--- src/hw/rtl/lmcr_pkg.sv ---
// Shared types, constants and codes for the LED matrix chain refresh block.
package lmcr_pkg;

    localparam int MAX_DISPLAYS_DEF = 8;
    localparam int QUEUE_DEPTH_DEF  = 2;

    localparam int REQ_W    = 2;
    localparam int COORD_W  = 6;
    localparam int OPC_W    = 4;
    localparam int DATA_W   = 8;
    localparam int TGT_W    = 4;
    localparam int POS_W    = 3;
    localparam int GRID_W   = 4;
    localparam int PLACE_W  = 48;
    localparam int ORIENT_W = 32;
    localparam int CFG_W    = 48;
    localparam int CFG_IDX_W = 2;
    localparam int ADDR_MAX_W = 6;   // byte address at the largest store
    localparam int LIN_W    = 10;    // byte position before the range check
    localparam int LIM_W    = 11;    // invert byte count before saturation

    localparam logic [REQ_W-1:0] REQ_PIXEL  = 2'd0;
    localparam logic [REQ_W-1:0] REQ_INVERT = 2'd1;
    localparam logic [REQ_W-1:0] REQ_CMD    = 2'd2;
    localparam logic [REQ_W-1:0] REQ_FLUSH  = 2'd3;

    localparam logic [CFG_IDX_W-1:0] CFG_COLS   = 2'd0;
    localparam logic [CFG_IDX_W-1:0] CFG_ROWS   = 2'd1;
    localparam logic [CFG_IDX_W-1:0] CFG_PLACE  = 2'd2;
    localparam logic [CFG_IDX_W-1:0] CFG_ORIENT = 2'd3;

    typedef struct packed {
        logic [GRID_W-1:0]   cols;
        logic [GRID_W-1:0]   rows;
        logic [PLACE_W-1:0]  place;
        logic [ORIENT_W-1:0] orient;
    } cfg_t;

    // One classified item as queued between front and back.
    typedef struct packed {
        logic [REQ_W-1:0]      kind;
        logic [ADDR_MAX_W-1:0] addr;
        logic [2:0]            bit_sel;
        logic                  value;
        logic [OPC_W-1:0]      opcode;
        logic [DATA_W-1:0]     data;
        logic [TGT_W-1:0]      target;
    } entry_t;

endpackage

--- src/hw/rtl/lmcr_if.sv ---
// Valid/ready channel interfaces for request items and frame items.
interface lmcr_in_if import lmcr_pkg::*; ();
    logic               valid;
    logic               ready;
    logic [REQ_W-1:0]   req_type;
    logic [COORD_W-1:0] pixel_x;
    logic [COORD_W-1:0] pixel_y;
    logic               pixel_value;
    logic [OPC_W-1:0]   opcode;
    logic [DATA_W-1:0]  command_data;
    logic [TGT_W-1:0]   target_display;

    modport source (output valid, req_type, pixel_x, pixel_y, pixel_value, opcode,
                    command_data, target_display, input ready);
    modport sink (input valid, req_type, pixel_x, pixel_y, pixel_value, opcode,
                  command_data, target_display, output ready);
endinterface

interface lmcr_out_if import lmcr_pkg::*; ();
    logic              valid;
    logic              ready;
    logic [TGT_W-1:0]  frame_target;
    logic [OPC_W-1:0]  register_address;
    logic [DATA_W-1:0] register_data;
    logic              last;

    modport source (output valid, frame_target, register_address, register_data, last,
                    input ready);
    modport sink (input valid, frame_target, register_address, register_data, last,
                  output ready);
endinterface

--- src/hw/rtl/lmcr_front.sv ---
// Front end: accepts request items, locates pixel writes, drops off-grid ones.
module lmcr_front import lmcr_pkg::*; #(
    parameter int MAX_DISPLAYS = MAX_DISPLAYS_DEF
) (
    lmcr_in_if.sink  in_ch,
    input  cfg_t     cfg,
    input  logic     q_full,
    output logic     q_push,
    output entry_t   q_entry
);

    localparam int DEPTH = MAX_DISPLAYS * 8;

    logic [LIN_W-1:0] lin;
    logic             on_grid;

    assign lin = LIN_W'(cfg.cols) * LIN_W'(in_ch.pixel_y) + LIN_W'(in_ch.pixel_x[5:3]);

    assign on_grid = ({1'b0, in_ch.pixel_x[5:3]} < cfg.cols)
                  && ({1'b0, in_ch.pixel_y} < {cfg.rows, 3'b000})
                  && (lin < LIN_W'(DEPTH));

    assign in_ch.ready = !q_full;
    assign q_push = in_ch.valid && !q_full
                 && ((in_ch.req_type != REQ_PIXEL) || on_grid);

    always_comb
    begin
        q_entry.kind    = in_ch.req_type;
        q_entry.addr    = lin[ADDR_MAX_W-1:0];
        q_entry.bit_sel = in_ch.pixel_x[2:0];
        q_entry.value   = in_ch.pixel_value;
        q_entry.opcode  = in_ch.opcode;
        q_entry.data    = in_ch.command_data;
        q_entry.target  = in_ch.target_display;
    end

endmodule

--- src/hw/rtl/lmcr_fifo.sv ---
// Short item queue between front and back.
module lmcr_fifo import lmcr_pkg::*; #(
    parameter int QUEUE_DEPTH = QUEUE_DEPTH_DEF
) (
    input  logic   clk,
    input  logic   rst_n,
    input  logic   push,
    input  entry_t push_entry,
    input  logic   pop,
    output entry_t head,
    output logic   full,
    output logic   empty
);

    localparam int PW = $clog2(QUEUE_DEPTH);
    localparam int CW = $clog2(QUEUE_DEPTH + 1);

    entry_t        slots [QUEUE_DEPTH];
    logic [PW-1:0] wr_ptr_reg, wr_ptr_next;
    logic [PW-1:0] rd_ptr_reg, rd_ptr_next;
    logic [CW-1:0] count_reg, count_next;
    logic          do_push, do_pop;

    assign full    = (count_reg == CW'(QUEUE_DEPTH));
    assign empty   = (count_reg == '0);
    assign head    = slots[rd_ptr_reg];
    assign do_push = push && !full;
    assign do_pop  = pop && !empty;

    always_comb
    begin
        wr_ptr_next = wr_ptr_reg;
        rd_ptr_next = rd_ptr_reg;
        count_next  = count_reg;
        if (do_push)
        begin
            wr_ptr_next = (wr_ptr_reg == PW'(QUEUE_DEPTH - 1)) ? '0 : wr_ptr_reg + 1'b1;
        end
        if (do_pop)
        begin
            rd_ptr_next = (rd_ptr_reg == PW'(QUEUE_DEPTH - 1)) ? '0 : rd_ptr_reg + 1'b1;
        end
        if (do_push && !do_pop)
        begin
            count_next = count_reg + 1'b1;
        end
        else if (do_pop && !do_push)
        begin
            count_next = count_reg - 1'b1;
        end
    end

    always_ff @(posedge clk or negedge rst_n)
    begin
        if (!rst_n)
        begin
            wr_ptr_reg <= '0;
            rd_ptr_reg <= '0;
            count_reg  <= '0;
        end
        else
        begin
            wr_ptr_reg <= wr_ptr_next;
            rd_ptr_reg <= rd_ptr_next;
            count_reg  <= count_next;
        end
    end

    always_ff @(posedge clk)
    begin
        if (do_push)
        begin
            slots[wr_ptr_reg] <= push_entry;
        end
    end

endmodule

--- src/hw/rtl/lmcr_back.sv ---
// Back end: frame store, invert sweep, tile gather and transform, frame output.
module lmcr_back import lmcr_pkg::*; #(
    parameter int MAX_DISPLAYS = MAX_DISPLAYS_DEF
) (
    input  logic     clk,
    input  logic     rst_n,
    input  cfg_t     cfg,
    input  entry_t   head,
    input  logic     q_empty,
    output logic     q_pop,
    lmcr_out_if.source out_ch
);

    localparam int DEPTH = MAX_DISPLAYS * 8;
    localparam int AW    = $clog2(DEPTH);

    localparam logic [3:0] ST_IDLE   = 4'd0;
    localparam logic [3:0] ST_PIX_WR = 4'd1;
    localparam logic [3:0] ST_INV_WR = 4'd2;
    localparam logic [3:0] ST_G_RD   = 4'd3;
    localparam logic [3:0] ST_G_WAIT = 4'd4;
    localparam logic [3:0] ST_XF     = 4'd5;
    localparam logic [3:0] ST_EMIT   = 4'd6;

    // Rotate and mirror one tile; row j at bits 8j+7..8j, column i at bit 8j+7-i.
    function automatic logic [63:0] xform(input logic [63:0] t, input logic [3:0] ori);
        logic [63:0] o;
        logic [2:0]  x1, y1, si, sj;
        o = '0;
        for (int yy = 0; yy < 8; yy++)
        begin
            for (int xx = 0; xx < 8; xx++)
            begin
                x1 = ori[2] ? 3'(7 - xx) : 3'(xx);
                y1 = ori[3] ? 3'(7 - yy) : 3'(yy);
                case (ori[1:0])
                    2'd1:    begin si = y1;  sj = ~x1; end
                    2'd2:    begin si = ~x1; sj = ~y1; end
                    2'd3:    begin si = ~y1; sj = x1;  end
                    default: begin si = x1;  sj = y1;  end
                endcase
                o[8 * yy + 7 - xx] = t[{sj, ~si}];
            end
        end
        return o;
    endfunction

    logic [7:0]        mem [DEPTH];
    logic [DEPTH-1:0]  vld_reg;
    logic [7:0]        rd_data_reg;
    logic              rd_hit_reg;
    logic [7:0]        rd_word;

    logic [3:0]        state_reg, state_next;
    logic [AW-1:0]     addr_reg, addr_next;
    logic [2:0]        bit_reg, bit_next;
    logic              val_reg, val_next;
    logic [POS_W-1:0]  pos_reg, pos_next;
    logic [2:0]        row_reg, row_next;
    logic [LIN_W-1:0]  base_reg, base_next;
    logic              tvalid_reg, tvalid_next;
    logic [3:0]        orient_reg, orient_next;
    logic              inb_reg, inb_next;
    logic [63:0]       tile_reg, tile_next;
    logic [63:0]       trows_reg, trows_next;
    logic              out_valid_reg, out_valid_next;
    logic [TGT_W-1:0]  out_target_reg, out_target_next;
    logic [OPC_W-1:0]  out_addr_reg, out_addr_next;
    logic [DATA_W-1:0] out_data_reg, out_data_next;
    logic              out_last_reg, out_last_next;

    logic              mem_we;
    logic [AW-1:0]     mem_waddr, rd_addr;
    logic [7:0]        mem_wdata, pix_mask;
    logic              out_free;
    logic [7:0]        grid_tiles;
    logic [POS_W:0]    chain;
    logic [LIM_W-1:0]  inv_lim;
    logic              inv_done;
    logic [POS_W-1:0]  setup_pos;
    logic [5:0]        setup_place;

    assign rd_word   = rd_hit_reg ? rd_data_reg : 8'h00;
    assign out_free  = !out_valid_reg || out_ch.ready;
    assign pix_mask  = 8'h80 >> bit_reg;

    assign grid_tiles = 8'(cfg.cols) * 8'(cfg.rows);
    assign chain = (grid_tiles > 8'(MAX_DISPLAYS)) ? (POS_W + 1)'(MAX_DISPLAYS)
                                                   : (POS_W + 1)'(grid_tiles);
    assign inv_lim = ({grid_tiles, 3'b000} > LIM_W'(DEPTH)) ? LIM_W'(DEPTH)
                                                            : {grid_tiles, 3'b000};
    assign inv_done = ((LIM_W'(addr_reg) + 1'b1) == inv_lim);

    assign setup_place = cfg.place[setup_pos * 6 +: 6];

    always_comb
    begin
        state_next      = state_reg;
        addr_next       = addr_reg;
        bit_next        = bit_reg;
        val_next        = val_reg;
        pos_next        = pos_reg;
        row_next        = row_reg;
        base_next       = base_reg;
        tvalid_next     = tvalid_reg;
        orient_next     = orient_reg;
        inb_next        = inb_reg;
        tile_next       = tile_reg;
        trows_next      = trows_reg;
        out_valid_next  = out_valid_reg && !out_ch.ready;
        out_target_next = out_target_reg;
        out_addr_next   = out_addr_reg;
        out_data_next   = out_data_reg;
        out_last_next   = out_last_reg;
        q_pop           = 1'b0;
        mem_we          = 1'b0;
        mem_waddr       = addr_reg;
        mem_wdata       = rd_word;
        rd_addr         = addr_reg;
        setup_pos       = POS_W'(chain - 1'b1);

        case (state_reg)
            ST_IDLE:
            begin
                if (!q_empty)
                begin
                    case (head.kind)
                        REQ_PIXEL:
                        begin
                            q_pop      = 1'b1;
                            rd_addr    = head.addr[AW-1:0];
                            addr_next  = head.addr[AW-1:0];
                            bit_next   = head.bit_sel;
                            val_next   = head.value;
                            state_next = ST_PIX_WR;
                        end
                        REQ_INVERT:
                        begin
                            q_pop   = 1'b1;
                            rd_addr = '0;
                            addr_next = '0;
                            if (inv_lim != '0)
                            begin
                                state_next = ST_INV_WR;
                            end
                        end
                        REQ_CMD:
                        begin
                            if (out_free)
                            begin
                                q_pop           = 1'b1;
                                out_valid_next  = 1'b1;
                                out_target_next = head.target;
                                out_addr_next   = head.opcode;
                                out_data_next   = head.data;
                                out_last_next   = 1'b1;
                            end
                        end
                        default:
                        begin
                            q_pop = 1'b1;
                            if (chain != '0)
                            begin
                                pos_next    = setup_pos;
                                row_next    = '0;
                                base_next   = LIN_W'(cfg.cols) * LIN_W'({setup_place[5:3], 3'b000})
                                            + LIN_W'(setup_place[2:0]);
                                tvalid_next = ({1'b0, setup_place[2:0]} < cfg.cols)
                                           && ({1'b0, setup_place[5:3]} < cfg.rows);
                                orient_next = cfg.orient[setup_pos * 4 +: 4];
                                state_next  = ST_G_RD;
                            end
                        end
                    endcase
                end
            end
            ST_PIX_WR:
            begin
                mem_we     = 1'b1;
                mem_wdata  = val_reg ? (rd_word | pix_mask) : (rd_word & ~pix_mask);
                state_next = ST_IDLE;
            end
            ST_INV_WR:
            begin
                mem_we    = 1'b1;
                mem_wdata = ~rd_word;
                rd_addr   = addr_reg + 1'b1;
                addr_next = addr_reg + 1'b1;
                if (inv_done)
                begin
                    state_next = ST_IDLE;
                end
            end
            ST_G_RD:
            begin
                rd_addr    = base_reg[AW-1:0];
                inb_next   = tvalid_reg && (base_reg < LIN_W'(DEPTH));
                state_next = ST_G_WAIT;
            end
            ST_G_WAIT:
            begin
                tile_next[row_reg * 8 +: 8] = inb_reg ? rd_word : 8'h00;
                base_next = base_reg + LIN_W'(cfg.cols);
                row_next  = row_reg + 1'b1;
                state_next = (row_reg == 3'd7) ? ST_XF : ST_G_RD;
            end
            ST_XF:
            begin
                trows_next = xform(tile_reg, orient_reg);
                row_next   = '0;
                state_next = ST_EMIT;
            end
            ST_EMIT:
            begin
                setup_pos = pos_reg - 1'b1;
                if (out_free)
                begin
                    out_valid_next  = 1'b1;
                    out_target_next = TGT_W'(pos_reg);
                    out_addr_next   = OPC_W'(row_reg) + 1'b1;
                    out_data_next   = trows_reg[row_reg * 8 +: 8];
                    out_last_next   = (pos_reg == '0) && (row_reg == 3'd7);
                    row_next        = row_reg + 1'b1;
                    if (row_reg == 3'd7)
                    begin
                        if (pos_reg == '0)
                        begin
                            state_next = ST_IDLE;
                        end
                        else
                        begin
                            pos_next    = setup_pos;
                            base_next   = LIN_W'(cfg.cols) * LIN_W'({setup_place[5:3], 3'b000})
                                        + LIN_W'(setup_place[2:0]);
                            tvalid_next = ({1'b0, setup_place[2:0]} < cfg.cols)
                                       && ({1'b0, setup_place[5:3]} < cfg.rows);
                            orient_next = cfg.orient[setup_pos * 4 +: 4];
                            state_next  = ST_G_RD;
                        end
                    end
                end
            end
            default:
            begin
                state_next = ST_IDLE;
            end
        endcase
    end

    always_ff @(posedge clk or negedge rst_n)
    begin
        if (!rst_n)
        begin
            state_reg     <= ST_IDLE;
            pos_reg       <= '0;
            row_reg       <= '0;
            out_valid_reg <= 1'b0;
            vld_reg       <= '0;
            rd_hit_reg    <= 1'b0;
        end
        else
        begin
            state_reg     <= state_next;
            pos_reg       <= pos_next;
            row_reg       <= row_next;
            out_valid_reg <= out_valid_next;
            rd_hit_reg    <= vld_reg[rd_addr];
            if (mem_we)
            begin
                vld_reg[mem_waddr] <= 1'b1;
            end
        end
    end

    always_ff @(posedge clk)
    begin
        addr_reg       <= addr_next;
        bit_reg        <= bit_next;
        val_reg        <= val_next;
        base_reg       <= base_next;
        tvalid_reg     <= tvalid_next;
        orient_reg     <= orient_next;
        inb_reg        <= inb_next;
        tile_reg       <= tile_next;
        trows_reg      <= trows_next;
        out_target_reg <= out_target_next;
        out_addr_reg   <= out_addr_next;
        out_data_reg   <= out_data_next;
        out_last_reg   <= out_last_next;
    end

    // frame store
    always_ff @(posedge clk)
    begin
        if (mem_we)
        begin
            mem[mem_waddr] <= mem_wdata;
        end
        rd_data_reg <= mem[rd_addr];
    end

    assign out_ch.valid            = out_valid_reg;
    assign out_ch.frame_target     = out_target_reg;
    assign out_ch.register_address = out_addr_reg;
    assign out_ch.register_data    = out_data_reg;
    assign out_ch.last             = out_last_reg;

    a_out_drop_taken: assert property (@(posedge clk) disable iff (!rst_n)
        $fell(out_valid_reg) |-> $past(out_ch.ready))
        else $error("output item dropped without being taken");

    a_last_only_pos0: assert property (@(posedge clk) disable iff (!rst_n)
        (state_reg == ST_EMIT && out_free && row_reg == 3'd7 && pos_reg != '0)
        |=> (out_valid_reg && !out_last_reg))
        else $error("last flagged before chain position zero");

    a_full_gather: assert property (@(posedge clk) disable iff (!rst_n)
        (state_reg == ST_XF) |-> ($past(state_reg) == ST_G_WAIT && row_reg == '0))
        else $error("transform started before all eight rows gathered");

endmodule

--- src/hw/rtl/led_matrix_chain_refresh_top.sv ---
// LED matrix chain refresh: frame store and display chain frame generator.
//
// Request items enter on in_ch (valid/ready) and are classified into a
// short queue; the executing side drains the queue in order.
// Pixel writes and inverts give no output. A register command gives one
// frame on out_ch, valid from the edge after it is accepted when idle.
// A flush gives eight row frames (addresses 1..8) per chain position,
// positions from highest to lowest; last marks the final frame.
// Per position a flush makes eight reads through the single store port
// (a read state and a wait state per row), one rotate/mirror step, then
// eight sends. A pixel write reads the byte and then writes it back; an
// invert rewrites every byte covered, up to 8 * MAX_DISPLAYS.
// in_ch stays ready while the queue has room, so items are taken while
// earlier work or a waiting frame is still in progress.
// If out_ch stalls, the output register holds the frame and the back end
// waits; the queue fills and then in_ch drops ready.
// Reset clears the store (all dark), the queue and the output register;
// grid is 1x1 and both tables zero. Configure only while idle.
module led_matrix_chain_refresh_top import lmcr_pkg::*; #(
    parameter int MAX_DISPLAYS = MAX_DISPLAYS_DEF,
    parameter int QUEUE_DEPTH  = QUEUE_DEPTH_DEF
) (
    input  logic                 clk,
    input  logic                 rst_n,
    lmcr_in_if.sink              in_ch,
    lmcr_out_if.source           out_ch,
    input  logic                 cfg_we,
    input  logic [CFG_IDX_W-1:0] cfg_index,
    input  logic [CFG_W-1:0]     cfg_data
);

    cfg_t   cfg_reg;
    logic   q_push, q_pop, q_full, q_empty;
    entry_t q_in, q_head;

    always_ff @(posedge clk or negedge rst_n)
    begin
        if (!rst_n)
        begin
            cfg_reg.cols   <= GRID_W'(1);
            cfg_reg.rows   <= GRID_W'(1);
            cfg_reg.place  <= '0;
            cfg_reg.orient <= '0;
        end
        else if (cfg_we)
        begin
            case (cfg_index)
                CFG_COLS:   cfg_reg.cols   <= cfg_data[GRID_W-1:0];
                CFG_ROWS:   cfg_reg.rows   <= cfg_data[GRID_W-1:0];
                CFG_PLACE:  cfg_reg.place  <= cfg_data[PLACE_W-1:0];
                CFG_ORIENT: cfg_reg.orient <= cfg_data[ORIENT_W-1:0];
                default:    cfg_reg.cols   <= cfg_reg.cols;
            endcase
        end
    end

    lmcr_front #(
        .MAX_DISPLAYS (MAX_DISPLAYS)
    ) u_front (
        .in_ch   (in_ch),
        .cfg     (cfg_reg),
        .q_full  (q_full),
        .q_push  (q_push),
        .q_entry (q_in)
    );

    lmcr_fifo #(
        .QUEUE_DEPTH (QUEUE_DEPTH)
    ) u_fifo (
        .clk        (clk),
        .rst_n      (rst_n),
        .push       (q_push),
        .push_entry (q_in),
        .pop        (q_pop),
        .head       (q_head),
        .full       (q_full),
        .empty      (q_empty)
    );

    lmcr_back #(
        .MAX_DISPLAYS (MAX_DISPLAYS)
    ) u_back (
        .clk     (clk),
        .rst_n   (rst_n),
        .cfg     (cfg_reg),
        .head    (q_head),
        .q_empty (q_empty),
        .q_pop   (q_pop),
        .out_ch  (out_ch)
    );

endmodule

--- src/flat_wrapper.sv ---
// flat-port wrapper written by rule: the top's interface ports become plain ports
module led_matrix_chain_refresh_top_flat import lmcr_pkg::*;
#(
    parameter int MAX_DISPLAYS = MAX_DISPLAYS_DEF,
    parameter int QUEUE_DEPTH  = QUEUE_DEPTH_DEF
)
  (clk, rst_n, cfg_we, cfg_index, cfg_data, in_ch_valid, in_ch_req_type, in_ch_pixel_x, in_ch_pixel_y, in_ch_pixel_value, in_ch_opcode, in_ch_command_data, in_ch_target_display, in_ch_ready, out_ch_valid, out_ch_frame_target, out_ch_register_address, out_ch_register_data, out_ch_last, out_ch_ready);
  lmcr_in_if in_ch_i ();
  lmcr_out_if out_ch_i ();
  input  logic clk;
  input  logic rst_n;
  input  logic cfg_we;
  input  logic [CFG_IDX_W-1:0] cfg_index;
  input  logic [CFG_W-1:0] cfg_data;
  input wire logic [$bits(in_ch_i.valid)-1:0] in_ch_valid;
  input wire logic [$bits(in_ch_i.req_type)-1:0] in_ch_req_type;
  input wire logic [$bits(in_ch_i.pixel_x)-1:0] in_ch_pixel_x;
  input wire logic [$bits(in_ch_i.pixel_y)-1:0] in_ch_pixel_y;
  input wire logic [$bits(in_ch_i.pixel_value)-1:0] in_ch_pixel_value;
  input wire logic [$bits(in_ch_i.opcode)-1:0] in_ch_opcode;
  input wire logic [$bits(in_ch_i.command_data)-1:0] in_ch_command_data;
  input wire logic [$bits(in_ch_i.target_display)-1:0] in_ch_target_display;
  output wire logic [$bits(in_ch_i.ready)-1:0] in_ch_ready;
  output wire logic [$bits(out_ch_i.valid)-1:0] out_ch_valid;
  output wire logic [$bits(out_ch_i.frame_target)-1:0] out_ch_frame_target;
  output wire logic [$bits(out_ch_i.register_address)-1:0] out_ch_register_address;
  output wire logic [$bits(out_ch_i.register_data)-1:0] out_ch_register_data;
  output wire logic [$bits(out_ch_i.last)-1:0] out_ch_last;
  input wire logic [$bits(out_ch_i.ready)-1:0] out_ch_ready;
  assign in_ch_i.valid = in_ch_valid;
  assign in_ch_i.req_type = in_ch_req_type;
  assign in_ch_i.pixel_x = in_ch_pixel_x;
  assign in_ch_i.pixel_y = in_ch_pixel_y;
  assign in_ch_i.pixel_value = in_ch_pixel_value;
  assign in_ch_i.opcode = in_ch_opcode;
  assign in_ch_i.command_data = in_ch_command_data;
  assign in_ch_i.target_display = in_ch_target_display;
  assign in_ch_ready = in_ch_i.ready;
  assign out_ch_valid = out_ch_i.valid;
  assign out_ch_frame_target = out_ch_i.frame_target;
  assign out_ch_register_address = out_ch_i.register_address;
  assign out_ch_register_data = out_ch_i.register_data;
  assign out_ch_last = out_ch_i.last;
  assign out_ch_i.ready = out_ch_ready;
  led_matrix_chain_refresh_top #(.MAX_DISPLAYS(MAX_DISPLAYS), .QUEUE_DEPTH(QUEUE_DEPTH)) u_core (.clk(clk), .rst_n(rst_n), .in_ch(in_ch_i), .out_ch(out_ch_i), .cfg_we(cfg_we), .cfg_index(cfg_index), .cfg_data(cfg_data));
endmodule
--- config.mk ---
export PLATFORM = sky130hd
export DESIGN_NAME = led_matrix_chain_refresh_top_flat
export DESIGN_NICKNAME = d
export VERILOG_FILES = /design/src/hw/rtl/lmcr_pkg.sv /design/src/hw/rtl/lmcr_if.sv /design/src/hw/rtl/lmcr_front.sv /design/src/hw/rtl/lmcr_fifo.sv /design/src/hw/rtl/lmcr_back.sv /design/src/hw/rtl/led_matrix_chain_refresh_top.sv /design/src/flat_wrapper.sv
export SDC_FILE = /design/constraint.sdc
export NUM_CORES = 2
export LEC_CHECK = 0
export BUFFER_PORTS_ARGS = -buffer_cell sky130_fd_sc_hd__buf_2
export CAP_MARGIN = 20
export CORE_ASPECT_RATIO = 0.8
export CORE_UTILIZATION = 30
export DETAILED_ROUTE_END_ITERATION = 10
export SLEW_MARGIN = 20
export SYNTH_ARGS = -nofsm -noshare
export SYNTH_HDL_FRONTEND = slang
export SYNTH_SLANG_ARGS = --single-unit
--- constraint.sdc ---
create_clock -name clk -period 18.26 [get_ports clk]
set_input_delay 0.913 -clock clk [delete_from_list [all_inputs] [get_ports clk]]
set_output_delay 0.913 -clock clk [all_outputs]
set_load 0.02 [all_outputs]
# == After elaboration in Yosys (flattened, before gate mapping) ==
# Memories as Yosys holds them, arrays and structs flattened. A register that Yosys moved wholly into a read port is not among the register bits.
# Cells that the tools add are included.
# word_totals
regBits,339
latchBits,0
mem_bits_rw,568
rom_bits,0
out_inout_bits,19
elab_cells,785
n_memories,2
# memory_table
memory,words,word_bits,rd,rd_clocked_by_memory_dff,write_ports,line,text
u_core.u_back.mem,64,8,1,1,1,lmcr_back.sv:48,logic [7:0] mem [DEPTH];
u_core.u_fifo.slots,2,28,1,0,1,lmcr_fifo.sv:18,entry_t slots [QUEUE_DEPTH];
# op_classes
add_sub_neg,14
multipliers,4
div,0
n_lt_le_gt_ge,75
eq_ne,29
n_shift,7
mux,496
n_bitwise,86
reduce_logical,46
# ops
operator,count
3-bit one-hot mux with 3 select lines,128
3-bit two-way mux,156
"6-bit by 7-bit less-than comparator with 1-bit output, second input constant",66
1-bit binary-select mux with 6-bit select,65
3-bit inverter,80
1-bit two-way mux,90
4-bit two-way mux,21
64-bit bitwise mux,1
64-bit bitwise OR,1
"8-bit by 34-bit variable shift with 64-bit output, first input constant",1
32-bit by 6-bit variable part select with 4-bit output,2
64-bit by 7-bit variable part select with 8-bit output,1
8-bit by 34-bit variable part select with 64-bit output,1
10-bit two-way mux,6
8-bit two-way mux,7
48-bit by 7-bit variable part select with 6-bit output,1
6-bit negation with 34-bit output,1
8-bit one-hot mux with 2 select lines,2
10-bit one-hot mux with 3 select lines,1
4-bit one-hot mux with 2 select lines,3
4-bit one-hot mux with 6 select lines,1
6-bit one-hot mux with 2 select lines,2
7-bit AND reduction,3
10-bit by 3-bit adder with 10-bit output,2
59 further kinds,115

# == Depth between registers and ports, before layout ==
# depth
depth_word,13
mapped_depth,31
mapped_depth_nobuf,27

# == Cells and area by module ==
# From an unflattened synthesis, not the netlist that was laid out.
# hier_totals
hier_cells,3484
area_unflattened_um2,44886.8
# by_module_without_submodules
mod,instances,cells_per_inst,area_per_inst_um2,seq_area_each_um2
lmcr_back,1,3049,38194.1,22546.6
led_matrix_chain_refresh_top,1,188,3280.6,2204.6
lmcr_fifo,1,106,2264.7,1781.7
lmcr_front,1,141,1147.4,0.0

# == Least setup slack after synthesis ==
# OpenSTA, ideal clock, no wires.
# synth_path
path_type,register -> register
start,reg u_core.cfg_reg[84] (netlist name)
end,"reg u_core.u_back.base_reg[7], data pin"
setup_ns,0.268
t_arrival_ns,6.586
t_required_ns,17.992
path_slack_ns,11.405
stages_incl_launch_ff,28
path_buffers,6
synth_period_minus_slack_ns,6.855
cell_sequence,dfstp_2 clkbuf_1 nand2_1 fa_1 inv_1 fa_1 inv_1 fa_1 nand3b_1 a32oi_1 and3_1 clkbuf_1 a31oi_1 buf_2 buf_2 ha_1 clkbuf_1 clkbuf_1 mux4_2 mux2i_1 nor2_1 fa_1 ha_1 inv_1 fa_1 xnor2_1 nand2_1 o21ai_0
# synth_via
elab_chain_len,13
# synth_rtl
item,line,text
"start, declared",led_matrix_chain_refresh_top.sv:32,cfg_t cfg_reg;
4-bit by 4-bit multiplier with 8-bit output,lmcr_back.sv:87,assign grid_tiles = 8'(cfg.cols) * 8'(cfg.rows);
8-bit by 4-bit greater-than comparator with 1-bit output,lmcr_back.sv:88,assign chain = (grid_tiles > 8'(MAX_DISPLAYS)) ? (POS_W + 1)'(MAX_DISPLAYS)
4-bit two-way mux,lmcr_back.sv:88,
3-bit by 1-bit subtractor with 3-bit output,lmcr_back.sv:120,setup_pos = POS_W'(chain - 1'b1);
3-bit two-way mux,lmcr_back.sv:122,case (state_reg)
3-bit by 2-bit multiplier with 5-bit output,lmcr_back.sv:94,assign setup_place = cfg.place[setup_pos * 6 +: 6];
48-bit by 7-bit variable part select with 6-bit output,lmcr_back.sv:94,
4-bit by 3-bit multiplier with 7-bit output,"lmcr_back.sv:166, lmcr_back.sv:233",
10-bit by 3-bit adder with 10-bit output,"lmcr_back.sv:167, lmcr_back.sv:234",
"10-bit two-way mux, on equally long branches","lmcr_back.sv:226, lmcr_back.sv:162",
"10-bit two-way mux, on equally long branches","lmcr_back.sv:224, lmcr_back.sv:127",
"10-bit two-way mux, on equally long branches","lmcr_back.sv:216, lmcr_back.sv:125",
10-bit one-hot mux with 3 select lines *,lmcr_back.sv:122,
via u_core.u_back.base_next[7],lmcr_back.sv:60,"logic [LIN_W-1:0] base_reg, base_next;"
"end signal, assigned",lmcr_back.sv:280,base_reg <= base_next;
"end, declared",lmcr_back.sv:60,
# The timed path passes the listed nets; every way through them passes the cells marked *. The select of a mux whose other input is x is not followed.
# A chain may end at the register's enable or synchronous reset.

# == Worst setup path in the final report ==
# layout_path
start,reg u_core.cfg_reg[84] (netlist name)
end,"reg u_core.u_back.base_reg[8], data pin"
# Same word-level chain as after synthesis.

==> metrics.md <==
| Metric | Value |
|---|---|
| Min cycle time layout | slightly below 8 ns |
| Global route total overflow | 0 |
| Detailed Route Iter0 Violations | around 3400 |
| Tot GR Track Use | 16.0% |
| Number of flops mapped to enable cells by yosys | approximately 740 |
| Final slew viol count | 0 |
| Placed cell areas | 46300 µm² |
| Clock insertion delay at the later pin of the skew report | 0.71 ns |
| Area of the placeable core | about 150000 µm² |
| Synth Area in Compound Gates | between 10 and 15% |
| Starting density of the core | 30.2% |
| Antenna-violating nets left | 0 |
| Actual slew at the worst max-slew pin | 1.11 ns |
| Clk sink count | just over 900 |
| H-tree levels | 3 |
| Most used cell along the critical path | sky130_fd_sc_hd__fa_1 |
| Post-Route Setup TNS | 0 ns |
| Total inserted antenna cells | 0 |
| Final worst-path cycle share | about 42% |
| Startpoint-to-endpoint class of the critical path | flip-flop to flip-flop |
| Max-capacitance violation count | 0 |
| Synth Area per Inst | 12.8 µm² |
| Average wire per standard cell | around 22 µm |
| DRT Pass-1 Iters | 6 |
| Number of filler instances in the final layout | approximately 14000 |
| CTS root buf | sky130_fd_sc_hd__clkbuf_16 |
| Clk pin slew, worst setup/hold paths | 0.07 ns |
| Worst Path Arrival | 8.14 ns |
| IO buf count | 104 |
| Data required time of the worst path | roughly 19 ns |
| Cts bufs inserted | 86 |
| Post-route DRC | 0 |
| Cells traversed along the worst timing path | nand2_1, fa_1, inv_1, fa_1, inv_1, fa_1, nand3b_1, a32oi_1, and3_1, a31oi_4, ha_1, nor3_1, mux2_2, nor4_1, o21ai_0, fa_1, inv_1, ha_1, a21o_1, a21oi_1, xnor2_1, nand2_1, o21ai_0 |
| Synthesis Warnings | 0 |
| Via count normalized by instance count | 5.34 |
| Total number of placement rows | between 100 and 150 |
| Most common library cell in the layout ignoring fill and taps | sky130_fd_sc_hd__edfxtp_1 |
| Post-placement setup slack | 10.50 ns |
| Fraction of the mapped netlist area in simple logic gates | 12.4% |
| Maximum clock skew at final layout | roughly 0.033 ns |
| Area of all placed cells without fillers | 49200 µm² |
| Yosys top cell by area | sky130_fd_sc_hd__edfxtp_1 |
| Crit-path slowest cell | sky130_fd_sc_hd__ha_1 |
| Net count reported at finish | 3606 |
| Slowest cell delay on critical path | 1.14 ns |
| Post-Syn Nets | approximately 3600 |
| Fraction of layout cells with a size suffix above 1 | 17.2% |
| Largest net degree at the start of global routing | 177 |
| Rel. slew slack | 26.2% |
| Kind of end point of the critical path | flip-flop |
| Flip-flop count of the largest register after layout | 512 |
| Die Height | 344 µm |
| Number of buffers added to fix hold violations after cts | 0 |
| Largest fanout on the critical path | 26 |
| PnR worst setup slack | about 11 ns |
| Crit path buf inv count | 3 |
| Number of antenna violations at the first check in global routing | 7 |
| XOR/XNOR share of the synthesized area | less than 1% |
| DRT Wirelength | 121 mm |
| Critical Path Stages | 23 |
| Number of top-level design ports | 105 |
| Fraction of post-synthesis cell area in the top cell type by area | 50.5% |
| Sort of element at the start of the critical path | flip-flop |
| Commonest cells after routing, fill and taps aside | sky130_fd_sc_hd__edfxtp_1 (739), sky130_fd_sc_hd__nand2_1 (355), sky130_fd_sc_hd__nor2_1 (314) |
| Placer Congestion | 0.924 |
| Leading cell types by total area after synthesis | sky130_fd_sc_hd__edfxtp_1 (50%), sky130_fd_sc_hd__dfrtp_1 (9.4%), sky130_fd_sc_hd__mux4_2 (5.5%), sky130_fd_sc_hd__nand2_1 (3.0%), sky130_fd_sc_hd__nor2_1 (2.7%) |
| Setup repair after global routing missed its margin | false |
| Final HPWL from detailed placement | 79.0 mm |
| Family with the most delay on the worst path | adder cells |
| CTS tree | built |
| Via count of the first global-routing pass | 27500 |
| Cell depth of the worst flop-to-flop path | 23 |
| Clk buf depth | 3 |
| Die Span X | between 400 and 500 µm |
| Number of setup violations in the final report | 0 |
| Number of instances resized during post-cts repair | 0 |
| Class of the worst hold path | primary input to asynchronous set/reset pin |
| Distinct cell type count of the synthesized netlist | 82 |
| Wire length of the first global-routing pass | between 150 and 200 mm |
| Mux contribution to synthesized area | 9.59% |
| Commonest register cell after synthesis | sky130_fd_sc_hd__edfxtp_1 |
| Post-synthesis register bit count | 914 |
| Async set-reset flop share out of synthesis | 18.3% |
| Number of endpoints with negative hold slack in the final report | 0 |
| Post-CTS setup repair buffer count | 0 |
| Combinational family with the most area after synthesis | simple AND/OR/NAND/NOR gates |
| Syn Std Cell Area | 43900 µm² |
| Routed via count | around 29000 |
| Number of standard cells after synthesis | 3440 |
| Adder-cell share of the synthesized area | 2.49% |
| Result of the run | finished, final reports clean |
| Fraction of the yosys area taken by sequential cells | 60.4% |
| Highest clock rate | 0.130 GHz |
| Die Footprint | 148000 µm² |
| Area Growth Syn to Fin | 12.0% |
[logic make-up (layout without fill, tap and decap cells)]
kind of cell | Yosys count | count (layout)
AO/OA/AOI/OAI | 712 | 712
adder cells (fa/ha/maj) | 77 | 77
multiplexers | 266 | 266
XOR/XNOR | 40 | 40
buffers and inverters | 287 | 363
AND/OR/NAND/NOR | 1144 | 1144
flip-flops | 914 | 914
[metal layers]
| metal | track usage, % | wire, µm |
|---|---|---|
| met1 | 23.9 | 56200 |
| met2 | 23.1 | 52300 |
| met3 | 4.13 | 10900 |
| met4 | 3.21 | 1960 |
| met5 | 0 | 62 |
[per-stage QoR]
| stage | instances | util (%) | hold WS, ns |
|---|---|---|---|
| finish | 5421 | 33.9 | 0.205 |
| global placement | 5261 | 31.9 | 0.442 |
| global route | 5421 | 33.9 | 0.204 |
| CTS | 5421 | 33.9 | 0.172 |
| detailed placement | 5261 | 31.9 | 0.447 |
| floorplan | 3440 | - | 0.430 |
[cells in the mapped netlist, drive strengths merged, types with 16 or more instances]
library cell / count
clkbuf: 115
o21bai: 16
xnor2: 27
nand2b: 50
or3: 30
a311o: 16
o311ai: 55
nor3: 56
o21ai: 140
nor2: 321
fa: 18
mux2: 104
mux4: 112
mux2i: 50
edfxtp: 739
nand2: 355
or2: 73
o22ai: 48
a211oi: 91
dfrtp: 165
ha: 58
a22oi: 23
a21oi: 52
buf: 118
o211ai: 74
and2: 94
inv: 52
nand3: 54
o31ai: 43
nor2b: 20
nand3b: 54
a31oi: 78
[final cells by class]
cell class              count  area, µm²  share of cell area [%]
flip-flops and latches    914      26500                    53.9
multi-input cells        2239      16300                    33.1
clock buffers             118       2400                    4.88
well taps                1905       2380                    4.84
repair buffers            149        905                    1.84
clock inverters            42        527                    1.07
inverters                  54        203                   0.412
[final timing paths]
check / start / to / slack [ns]
max in group asynchronous: rst_n / u_core.u_back.vld_reg[4] / 16.76
max reg2reg: u_core.cfg_reg[84] / u_core.u_back.base_reg[8] / 10.54
max: u_core.cfg_reg[84] / u_core.u_back.base_reg[8] / 10.54
min in group clk: in_ch_opcode[3] / u_core.u_fifo.slots[1][15] / 0.41
min reg2reg: u_core.u_back.vld_reg[39] / u_core.u_back.vld_reg[39] / 0.46
min: rst_n / u_core.cfg_reg[69] / 0.21
[worst register-to-register path, cell delays in order, from the launching register on]
cell                       delay (ns)
sky130_fd_sc_hd__dfstp_2         0.67
sky130_fd_sc_hd__nand2_1         0.12
sky130_fd_sc_hd__fa_1            0.56
sky130_fd_sc_hd__inv_1           0.06
sky130_fd_sc_hd__fa_1            0.56
sky130_fd_sc_hd__inv_1           0.07
sky130_fd_sc_hd__fa_1            0.44
sky130_fd_sc_hd__nand3b_1        0.17
sky130_fd_sc_hd__a32oi_1         0.15
sky130_fd_sc_hd__and3_1          0.39
sky130_fd_sc_hd__a31oi_4         0.43
sky130_fd_sc_hd__ha_1            1.16
sky130_fd_sc_hd__nor3_1          0.14
sky130_fd_sc_hd__mux2_2          0.30
sky130_fd_sc_hd__nor4_1          0.52
sky130_fd_sc_hd__o21ai_0         0.20
sky130_fd_sc_hd__fa_1            0.58
sky130_fd_sc_hd__inv_1           0.06
sky130_fd_sc_hd__ha_1            0.28
sky130_fd_sc_hd__a21o_1          0.17
sky130_fd_sc_hd__a21oi_1         0.18
sky130_fd_sc_hd__xnor2_1         0.08
sky130_fd_sc_hd__nand2_1         0.07
sky130_fd_sc_hd__o21ai_0         0.10
Power is left out: the tool's default activity adds up to more than one toggle a clock period on the data nets, which glitch-free logic cannot reach.
